## config.mk

```make
export PLATFORM = sky130hd
export DESIGN_NAME = smooth_l1_loss_gradient
export DESIGN_NICKNAME = d
export VERILOG_FILES = /design/src/design/sl1g_pkg.sv /design/src/design/sl1g_ctrl.sv /design/src/design/sl1g_datapath.sv /design/src/design/smooth_l1_loss_gradient.sv
export SDC_FILE = /design/constraint.sdc
export NUM_CORES = 2
export LEC_CHECK = 0
export BUFFER_PORTS_ARGS = -buffer_cell sky130_fd_sc_hd__buf_2
export CORE_MARGIN = 2
export CORE_UTILIZATION = 53
export CTS_BUF_LIST = sky130_fd_sc_hd__clkbuf_4
export DETAILED_ROUTE_END_ITERATION = 12
export PLACE_DENSITY = 0.7
export SLEW_MARGIN = 20
export SYNTH_ARGS = -nofsm -noshare
export SYNTH_HDL_FRONTEND = slang
export SYNTH_SLANG_ARGS = --single-unit
```

## constraint.sdc

```tcl
create_clock -name clk -period 27.2 [get_ports clk]
set_input_delay 1.36 -clock clk [delete_from_list [all_inputs] [get_ports clk]]
set_output_delay 1.36 -clock clk [all_outputs]
set_load 0.05 [all_outputs]
```

## src/design/sl1g_pkg.sv

```systemverilog
package sl1g_pkg;

	// Field and register widths
	localparam int DataW     = 16;
	localparam int BetaW     = 15;
	localparam int InvBetaW  = 24;
	localparam int InvCountW = 25;
	localparam int SumW      = 48;
	localparam int CfgIdxW   = 2;

	// Shared multiplier operand and product widths
	localparam int MulAW = 30;
	localparam int MulBW = 25;
	localparam int ProdW = MulAW + MulBW;

	// Register indexes on the configuration port
	localparam logic [CfgIdxW-1:0] REG_BETA      = 2'd0;
	localparam logic [CfgIdxW-1:0] REG_INV_BETA  = 2'd1;
	localparam logic [CfgIdxW-1:0] REG_INV_COUNT = 2'd2;

	// Register reset values
	localparam logic [BetaW-1:0]     BETA_RST      = 15'd256;
	localparam logic [InvBetaW-1:0]  INV_BETA_RST  = 24'd65536;
	localparam logic [InvCountW-1:0] INV_COUNT_RST = 25'd16777216;

	typedef enum logic [2:0] {
		ST_IDLE,
		ST_SQ,
		ST_TERM,
		ST_GRAW,
		ST_GRAD,
		ST_MHI,
		ST_MLO,
		ST_OUT
	} state_t;

	typedef enum logic [2:0] {
		MUL_SQ,
		MUL_TERM,
		MUL_GRAW,
		MUL_GRAD,
		MUL_MHI,
		MUL_MLO
	} mul_sel_t;

	typedef struct packed {
		logic     load_in;
		logic     mul_en;
		mul_sel_t mul_sel;
		logic     term_en;
		logic     acc_en;
		logic     grad_en;
		logic     mhi_en;
		logic     out_load;
	} dp_cmd_t;

	typedef struct packed {
		logic out_free;
	} dp_status_t;

endpackage

```

## src/design/sl1g_ctrl.sv

```systemverilog
module sl1g_ctrl (
	input  logic                clk,
	input  logic                arst_n,
	input  logic                s_tvalid,
	output logic                s_tready,
	input  sl1g_pkg::dp_status_t status,
	output sl1g_pkg::dp_cmd_t    cmd
);
	import sl1g_pkg::*;

	state_t state_q;
	state_t state_next;

	always_ff @(posedge clk or negedge arst_n) begin
		if (!arst_n) begin
			state_q <= ST_IDLE;
		end else begin
			state_q <= state_next;
		end
	end

	always_comb begin
		state_next = state_q;
		unique case (state_q)
			ST_IDLE: begin
				if (s_tvalid) begin
					state_next = ST_SQ;
				end
			end
			ST_SQ:   state_next = ST_TERM;
			ST_TERM: state_next = ST_GRAW;
			ST_GRAW: state_next = ST_GRAD;
			ST_GRAD: state_next = ST_MHI;
			ST_MHI:  state_next = ST_MLO;
			ST_MLO:  state_next = ST_OUT;
			ST_OUT: begin
				if (status.out_free) begin
					state_next = ST_IDLE;
				end
			end
			default: state_next = ST_IDLE;
		endcase
	end

	always_comb begin
		cmd      = '0;
		s_tready = 1'b0;
		unique case (state_q)
			ST_IDLE: begin
				s_tready    = 1'b1;
				cmd.load_in = s_tvalid;
			end
			ST_SQ: begin
				cmd.mul_en  = 1'b1;
				cmd.mul_sel = MUL_SQ;
			end
			ST_TERM: begin
				cmd.mul_en  = 1'b1;
				cmd.mul_sel = MUL_TERM;
			end
			ST_GRAW: begin
				cmd.mul_en  = 1'b1;
				cmd.mul_sel = MUL_GRAW;
				cmd.term_en = 1'b1;
			end
			ST_GRAD: begin
				cmd.mul_en  = 1'b1;
				cmd.mul_sel = MUL_GRAD;
				cmd.acc_en  = 1'b1;
			end
			ST_MHI: begin
				cmd.mul_en  = 1'b1;
				cmd.mul_sel = MUL_MHI;
				cmd.grad_en = 1'b1;
			end
			ST_MLO: begin
				cmd.mul_en  = 1'b1;
				cmd.mul_sel = MUL_MLO;
				cmd.mhi_en  = 1'b1;
			end
			ST_OUT: begin
				cmd.out_load = status.out_free;
			end
			default: begin
				cmd = '0;
			end
		endcase
	end

	a_load_needs_room: assert property (@(posedge clk) disable iff (!arst_n)
		cmd.out_load |-> status.out_free)
		else $error("result loaded while output register is occupied");

	a_accept_starts: assert property (@(posedge clk) disable iff (!arst_n)
		(s_tvalid && s_tready) |=> (state_q == ST_SQ))
		else $error("accepted item did not start the sequence");

	a_hold_on_stall: assert property (@(posedge clk) disable iff (!arst_n)
		(state_q == ST_OUT && !status.out_free) |=> (state_q == ST_OUT))
		else $error("sequencer left the output state while stalled");

endmodule

```

## src/design/sl1g_datapath.sv

```systemverilog
module sl1g_datapath (
	input  logic                                clk,
	input  logic                                arst_n,
	input  sl1g_pkg::dp_cmd_t                   cmd,
	output sl1g_pkg::dp_status_t                status,
	input  logic [sl1g_pkg::BetaW-1:0]          beta,
	input  logic [sl1g_pkg::InvBetaW-1:0]       inv_beta,
	input  logic [sl1g_pkg::InvCountW-1:0]      inv_count,
	input  logic [2*sl1g_pkg::DataW-1:0]        s_tdata,
	input  logic                                s_tlast,
	output logic                                m_tvalid,
	input  logic                                m_tready,
	output logic [sl1g_pkg::DataW+sl1g_pkg::SumW-1:0] m_tdata,
	output logic                                m_tlast
);
	import sl1g_pkg::*;

	// Difference and region decision, taken on the accept edge
	logic [16:0] diff;
	logic [16:0] abs_in;
	logic        quad_in;
	logic        neg_in;

	logic [16:0] a_q;
	logic        quad_q;
	logic        neg_q;
	logic        last_q;

	logic [MulAW-1:0] mul_a;
	logic [MulBW-1:0] mul_b;
	logic [ProdW-1:0] prod_q;

	logic [17:0] lin_diff;
	logic [28:0] term_q;
	logic [48:0] sum_next;
	logic [SumW-1:0] sum_q;

	logic [22:0] graw;
	logic [23:0] gmag;
	logic [DataW-1:0] grad_val;
	logic [DataW-1:0] grad_q;

	logic [48:0] mhi_q;
	logic [49:0] mean_sum;
	logic [SumW-1:0] mean_val;

	logic            out_valid_q;
	logic [DataW-1:0] out_grad_q;
	logic [SumW-1:0] out_mean_q;
	logic            out_last_q;

	assign diff    = {s_tdata[DataW-1], s_tdata[DataW-1:0]}
		- {s_tdata[2*DataW-1], s_tdata[2*DataW-1:DataW]};
	assign abs_in  = diff[16] ? (~diff + 17'd1) : diff;
	assign quad_in = abs_in < {2'b00, beta};
	// In the linear region a zero difference counts as negative.
	assign neg_in  = quad_in ? diff[16] : (diff[16] | (diff == 17'd0));

	always_ff @(posedge clk) begin
		if (cmd.load_in) begin
			a_q    <= abs_in;
			quad_q <= quad_in;
			neg_q  <= neg_in;
			last_q <= s_tlast;
		end
	end

	assign graw = quad_q ? prod_q[38:16] : 23'd256;

	always_comb begin
		mul_a = '0;
		mul_b = '0;
		unique case (cmd.mul_sel)
			MUL_SQ: begin
				mul_a = {13'd0, a_q};
				mul_b = {8'd0, a_q};
			end
			MUL_TERM: begin
				mul_a = prod_q[MulAW-1:0];
				mul_b = {1'b0, inv_beta};
			end
			MUL_GRAW: begin
				mul_a = {13'd0, a_q};
				mul_b = {1'b0, inv_beta};
			end
			MUL_GRAD: begin
				mul_a = {7'd0, graw};
				mul_b = inv_count;
			end
			MUL_MHI: begin
				mul_a = {6'd0, sum_q[47:24]};
				mul_b = inv_count;
			end
			MUL_MLO: begin
				mul_a = {6'd0, sum_q[23:0]};
				mul_b = inv_count;
			end
			default: begin
				mul_a = '0;
				mul_b = '0;
			end
		endcase
	end

	always_ff @(posedge clk) begin
		if (cmd.mul_en) begin
			prod_q <= ProdW'(mul_a) * ProdW'(mul_b);
		end
	end

	// Linear term (2a - beta) / 2, truncated
	assign lin_diff = {a_q, 1'b0} - {3'd0, beta};

	always_ff @(posedge clk) begin
		if (cmd.term_en) begin
			term_q <= quad_q ? prod_q[53:25] : {12'd0, lin_diff[17:1]};
		end
	end

	assign sum_next = {1'b0, sum_q} + {20'd0, term_q};

	always_ff @(posedge clk or negedge arst_n) begin
		if (!arst_n) begin
			sum_q <= '0;
		end else if (cmd.acc_en) begin
			sum_q <= sum_next[48] ? {SumW{1'b1}} : sum_next[SumW-1:0];
		end else if (cmd.out_load && last_q) begin
			sum_q <= '0;
		end
	end

	assign gmag = prod_q[47:24];

	always_comb begin
		if (neg_q) begin
			grad_val = (gmag >= 24'd32768) ? 16'h8000 : (~gmag[15:0] + 16'd1);
		end else begin
			grad_val = (gmag > 24'd32767) ? 16'h7fff : gmag[15:0];
		end
	end

	always_ff @(posedge clk) begin
		if (cmd.grad_en) begin
			grad_q <= grad_val;
		end
		if (cmd.mhi_en) begin
			mhi_q <= prod_q[48:0];
		end
	end

	// Mean = high partial + (low partial >> 24), saturated to 48 bits
	assign mean_sum = {1'b0, mhi_q} + {25'd0, prod_q[48:24]};
	assign mean_val = (mean_sum[49:48] != 2'b00) ? {SumW{1'b1}} : mean_sum[SumW-1:0];

	always_ff @(posedge clk or negedge arst_n) begin
		if (!arst_n) begin
			out_valid_q <= 1'b0;
		end else if (cmd.out_load) begin
			out_valid_q <= 1'b1;
		end else if (m_tready) begin
			out_valid_q <= 1'b0;
		end
	end

	always_ff @(posedge clk) begin
		if (cmd.out_load) begin
			out_grad_q <= grad_q;
			out_mean_q <= last_q ? mean_val : '0;
			out_last_q <= last_q;
		end
	end

	assign status.out_free = !out_valid_q || m_tready;
	assign m_tvalid        = out_valid_q;
	assign m_tdata         = {out_mean_q, out_grad_q};
	assign m_tlast         = out_last_q;

	a_mean_only_last: assert property (@(posedge clk) disable iff (!arst_n)
		(m_tvalid && !m_tlast) |-> (m_tdata[DataW+SumW-1:DataW] == '0))
		else $error("mean loss shown on a result that does not close a run");

	a_sum_cleared: assert property (@(posedge clk) disable iff (!arst_n)
		(cmd.out_load && last_q) |=> (sum_q == '0))
		else $error("loss sum not cleared after the last item");

endmodule

```

## src/design/smooth_l1_loss_gradient.sv

```systemverilog
// Smooth L1 (Huber) loss gradient with running mean loss.
// An item steps through the states SQ, TERM, GRAW, GRAD, MHI, MLO and OUT, and its result
// enters the output register on leaving OUT. The next item is taken only then, since each
// item uses the single shared 30x25 multiplier six times in sequence; a stalled output holds
// the sequencer in OUT. Reset (arst_n low, asynchronous): registers return to beta 1.0,
// inv_beta 1.0, inv_count 1.0, the loss sum clears and the output register empties.
module smooth_l1_loss_gradient (
	input  logic                                   clk,
	input  logic                                   arst_n,
	// Input items
	input  logic                                   s_tvalid,
	output logic                                   s_tready,
	input  logic [2*sl1g_pkg::DataW-1:0]           s_tdata, // [15:0] prediction, [31:16] target
	input  logic                                   s_tlast, // last_in
	// Result items
	output logic                                   m_tvalid,
	input  logic                                   m_tready,
	output logic [sl1g_pkg::DataW+sl1g_pkg::SumW-1:0] m_tdata, // [15:0] gradient, [63:16] mean_loss
	output logic                                   m_tlast, // last_out
	// Configuration writes
	input  logic                                   cfg_wr_en,
	input  logic [sl1g_pkg::CfgIdxW-1:0]           cfg_index,
	input  logic [sl1g_pkg::InvCountW-1:0]         cfg_data
);
	import sl1g_pkg::*;

	logic [BetaW-1:0]     beta_q;
	logic [InvBetaW-1:0]  inv_beta_q;
	logic [InvCountW-1:0] inv_count_q;

	dp_cmd_t    cmd;
	dp_status_t status;

	// Configuration registers. Software keeps inv_beta and inv_count consistent
	// with beta and the element count; the hardware uses them as written.
	// A write to an index beyond the list is dropped.
	always_ff @(posedge clk or negedge arst_n) begin
		if (!arst_n) begin
			beta_q      <= BETA_RST;
			inv_beta_q  <= INV_BETA_RST;
			inv_count_q <= INV_COUNT_RST;
		end else if (cfg_wr_en) begin
			unique case (cfg_index)
				REG_BETA:      beta_q      <= cfg_data[BetaW-1:0];
				REG_INV_BETA:  inv_beta_q  <= cfg_data[InvBetaW-1:0];
				REG_INV_COUNT: inv_count_q <= cfg_data;
				default: begin
					beta_q <= beta_q;
				end
			endcase
		end
	end

	// The sequencer walks each item through the multiplier steps: square of
	// |d|, quadratic term, raw gradient, scaled gradient (with the accumulator
	// update), and the two halves of the mean-loss product.
	sl1g_ctrl u_ctrl (
		.clk      (clk),
		.arst_n   (arst_n),
		.s_tvalid (s_tvalid),
		.s_tready (s_tready),
		.status   (status),
		.cmd      (cmd)
	);

	// The datapath holds the item, the shared multiplier, the saturating
	// 48-bit loss accumulator and the output register. The output register
	// lets the next item be accepted while the previous result still waits.
	sl1g_datapath u_datapath (
		.clk       (clk),
		.arst_n    (arst_n),
		.cmd       (cmd),
		.status    (status),
		.beta      (beta_q),
		.inv_beta  (inv_beta_q),
		.inv_count (inv_count_q),
		.s_tdata   (s_tdata),
		.s_tlast   (s_tlast),
		.m_tvalid  (m_tvalid),
		.m_tready  (m_tready),
		.m_tdata   (m_tdata),
		.m_tlast   (m_tlast)
	);

endmodule

```

==> results.md <==
- Worst EP required: 27830 ps
- Post-CTS resize count: 0
- Slowest CP cell: nor2b_1
- Layout fillers: 7304
- Worst Hold Class: reg -> reg
- Via density: 5.87
- Crit Path Class: reg -> reg
- WL final: 144000 um
- Post-synthesis sequential area ratio: 23.2%
- Buf+Inv Stages, Crit Path: 8
- Tot GR Track Use: 35.6%
- R2R Path End: u_datapath.prod_q[53]
- Max stage delay on crit path: 740 ps
- Main flop type after synthesis: edfxtp_1
- Worst setup EP type: register
- Area Overhead vs Synth: 7.50%
- Clock skew: 104 ps
- Cell family with most CP delay: adder cells
- Vias: 34300
- Initial Util: 53.3%
- WP depth: 33
- Final worst slack: 16500 ps
- DP HPWL: 111000 um
- Inserted Clock Buffers: 91
- I/O pin cnt: 132
- Clock slew at reported path FFs: 80 ps
- Mapped Cells: 4586
- Critical path endpoint: u_datapath.prod_q[53]
- Layout cells sized above 1: 9.99%
- Status: finished clean
- Post-Layout Cell Count: 5839
- TritonCTS clock tree: done
- Clk root buf: clkbuf_4
- Inst Count DP: 5663
- Pre-Repair DR Iteration Count: 6
- Post-Syn Area: 42700 um^2
- Setup TNS: 0 ps
- Final min period: 10700 ps
- Worst r2r path cells: 33
- Remaining DRCs: 0
- Design area: 45900 um^2
- Slew HR: 23.5%
- Final nets: 5694
- #FFs+latches synth: 349
- Rows: 104
- Setup Viol. Count Final: 0
- Core ar.: 80200 um^2
- Worst EP arrival: 11330 ps
- Final hold vios: 0
- Die footprint: 82800 um^2
- Initial antenna violation count: 7
- Cell mode on critical path: fa_1
- Type of origin of the critical path: register
- Clk Latency, worst-skew pair: 910 ps
- Most frequent cells in the layout: inv_1, nand2_1, fa_1, nor2_1, ha_1
- Hold Buf Count CTS: 0
- Largest net degree at the start of global routing: 68
- Syn nets: 5584
- Setup bufs post-CTS: 0
- Die H: 288 um
- Dpl ws: 16680 ps
- Synthesis Warnings: 0
- Fin. max-slew vios: 0
- Slew @ Worst Pin: 1140 ps
- First-pass GRT wire length: 216000 um
- EDFF count, synth: 233
- Port bufs: 131
- Fin crit share: 39.3%
- Synth cell types: 78
- RR Startpoint: u_ctrl.state_q[0]
- Ys async rst share: 33.2%
- RSZ-0062 raised after global routing: no
- Worst setup startpoint: u_ctrl.state_q[0]
- Avg WL per Cell: 24.6 um
- Htree depth: 3
- Reg2reg setup slack: 16500 ps
- Most common cell after layout, fill and taps aside: inv_1
- Vias in the first global route: 34400
- GPL Wtd Cong: 1.01
- Longest Clk Path Bufs: 3
- Fmax: 93.5 MHz
- Antenna-violating nets left: 0
- Total congestion overflow: 0
- Chip width: 288 um
- Avg Cell Area, Syn: 9.31 um^2
- Max Cap Viol: 0
- Drt first-iter violations: 3102
- TritonCTS Sinks: 349
- DP Area: 44600 um^2
- CP max FO: 31
## cell type report
type	count	area (um^2)	share of cell area [%]
tap	1060	1330	2.89
timing repair buffer	211	1260	2.74
sequential	349	9900	21.6
clock inverter	32	250	0.545
clock buffer	139	1040	2.27
inverter	809	3040	6.62
antenna	5	12.5	0.0273
multi-input combinational	3234	29100	63.3
## synthesized netlist by cell type (9+ instances only)
master | count | area, um^2
ha_1 | 289 | 3620
and4_1 | 17 | 149
a21o_1 | 87 | 653
fa_1 | 644 | 12900
buf_1 | 9 | 33.8
dfrtp_1 | 113 | 2830
xor2_1 | 76 | 666
nand2_1 | 701 | 2630
o31ai_1 | 12 | 90.1
and2_1 | 45 | 282
a22oi_1 | 29 | 218
nor3_1 | 29 | 145
o211ai_1 | 13 | 97.6
a211o_1 | 9 | 78.8
nor4_1 | 10 | 62.6
o21bai_1 | 14 | 105
nand2b_1 | 24 | 150
a22o_1 | 14 | 123
nand4_1 | 30 | 188
o21a_1 | 20 | 150
a31oi_1 | 21 | 131
nor2b_1 | 28 | 175
mux2_2 | 75 | 845
a21oi_1 | 188 | 941
xnor2_1 | 85 | 744
edfxtp_1 | 233 | 7000
o21ai_0 | 156 | 781
inv_1 | 809 | 3040
a211oi_1 | 21 | 158
nor2_1 | 383 | 1440
clkbuf_1 | 176 | 661
nand3_1 | 61 | 305
or3_1 | 21 | 131
and3_1 | 30 | 188
## logic make-up (layout without fill, tap and decap cells)
group                      count (synthesis)  count (layout)  synth area share, %
DFF                                      349             349                 23.2
adders and majority gates                933             933                 38.7
AOI/OAI and AO/OA                        658             658                 9.83
and+or+nand+nor                         1405            1405                 14.1
muxes                                     77              77                 2.03
other                                      0               5                    0
buffers and inverters                   1003            1191                 8.86
xor gates and xnor gates                 161             161                 3.30
## sequential cells by signal (all words and copies together) (netlist names)
register / cells
beta_q: 15
u_datapath.quad_q: 1
u_datapath.m_tlast: 1
inv_beta_q: 24
u_ctrl.state_q: 3
u_datapath.neg_q: 1
u_datapath.a_q: 17
inv_count_q: 25
u_datapath.mhi_q: 49
u_datapath.sum_q: 48
u_datapath.out_grad_q: 16
u_datapath.last_q: 1
u_datapath.term_q: 29
u_datapath.grad_q: 16
u_datapath.prod_q: 54
u_datapath.out_mean_q: 48
u_datapath.m_tvalid: 1
## stage by stage
| step | hold slack (ps) | utilization (%) |
|---|---|---|
| after global routing | 425 | 57.3 |
| after detailed placement | 405 | 55.6 |
| after CTS | 423 | 57.2 |
| after floorplan | 400 | - |
| after global placement | 401 | 55.6 |
| final | 421 | 57.3 |
## worst min-delay path by stage
stage | startpoint | to | slack [ps] | cells after the start
after floorplan | u_datapath.grad_q[0] | u_datapath.out_grad_q[0] | 400 | 0
after global placement | u_datapath.grad_q[14] | u_datapath.out_grad_q[14] | 400 | 0
after detailed placement | u_datapath.grad_q[1] | u_datapath.out_grad_q[1] | 400 | 0
after CTS | u_datapath.grad_q[14] | u_datapath.out_grad_q[14] | 420 | 0
after global routing | u_datapath.grad_q[13] | u_datapath.out_grad_q[13] | 420 | 0
final | u_datapath.grad_q[14] | u_datapath.out_grad_q[14] | 420 | 0
## layer usage
layer | GRT usage, % | wire [um] | up-vias
met5 | 0 | 27 | -
met4 | 18.8 | 9150 | 4
met3 | 10.4 | 16800 | 425
met2 | 53.0 | 61600 | 1940
met1 | 47.3 | 56000 | 17000
li1 | - | - | 14900
Power is not shown: default switching activity piles up to over one toggle a cycle in this logic, so the estimate is an artifact.
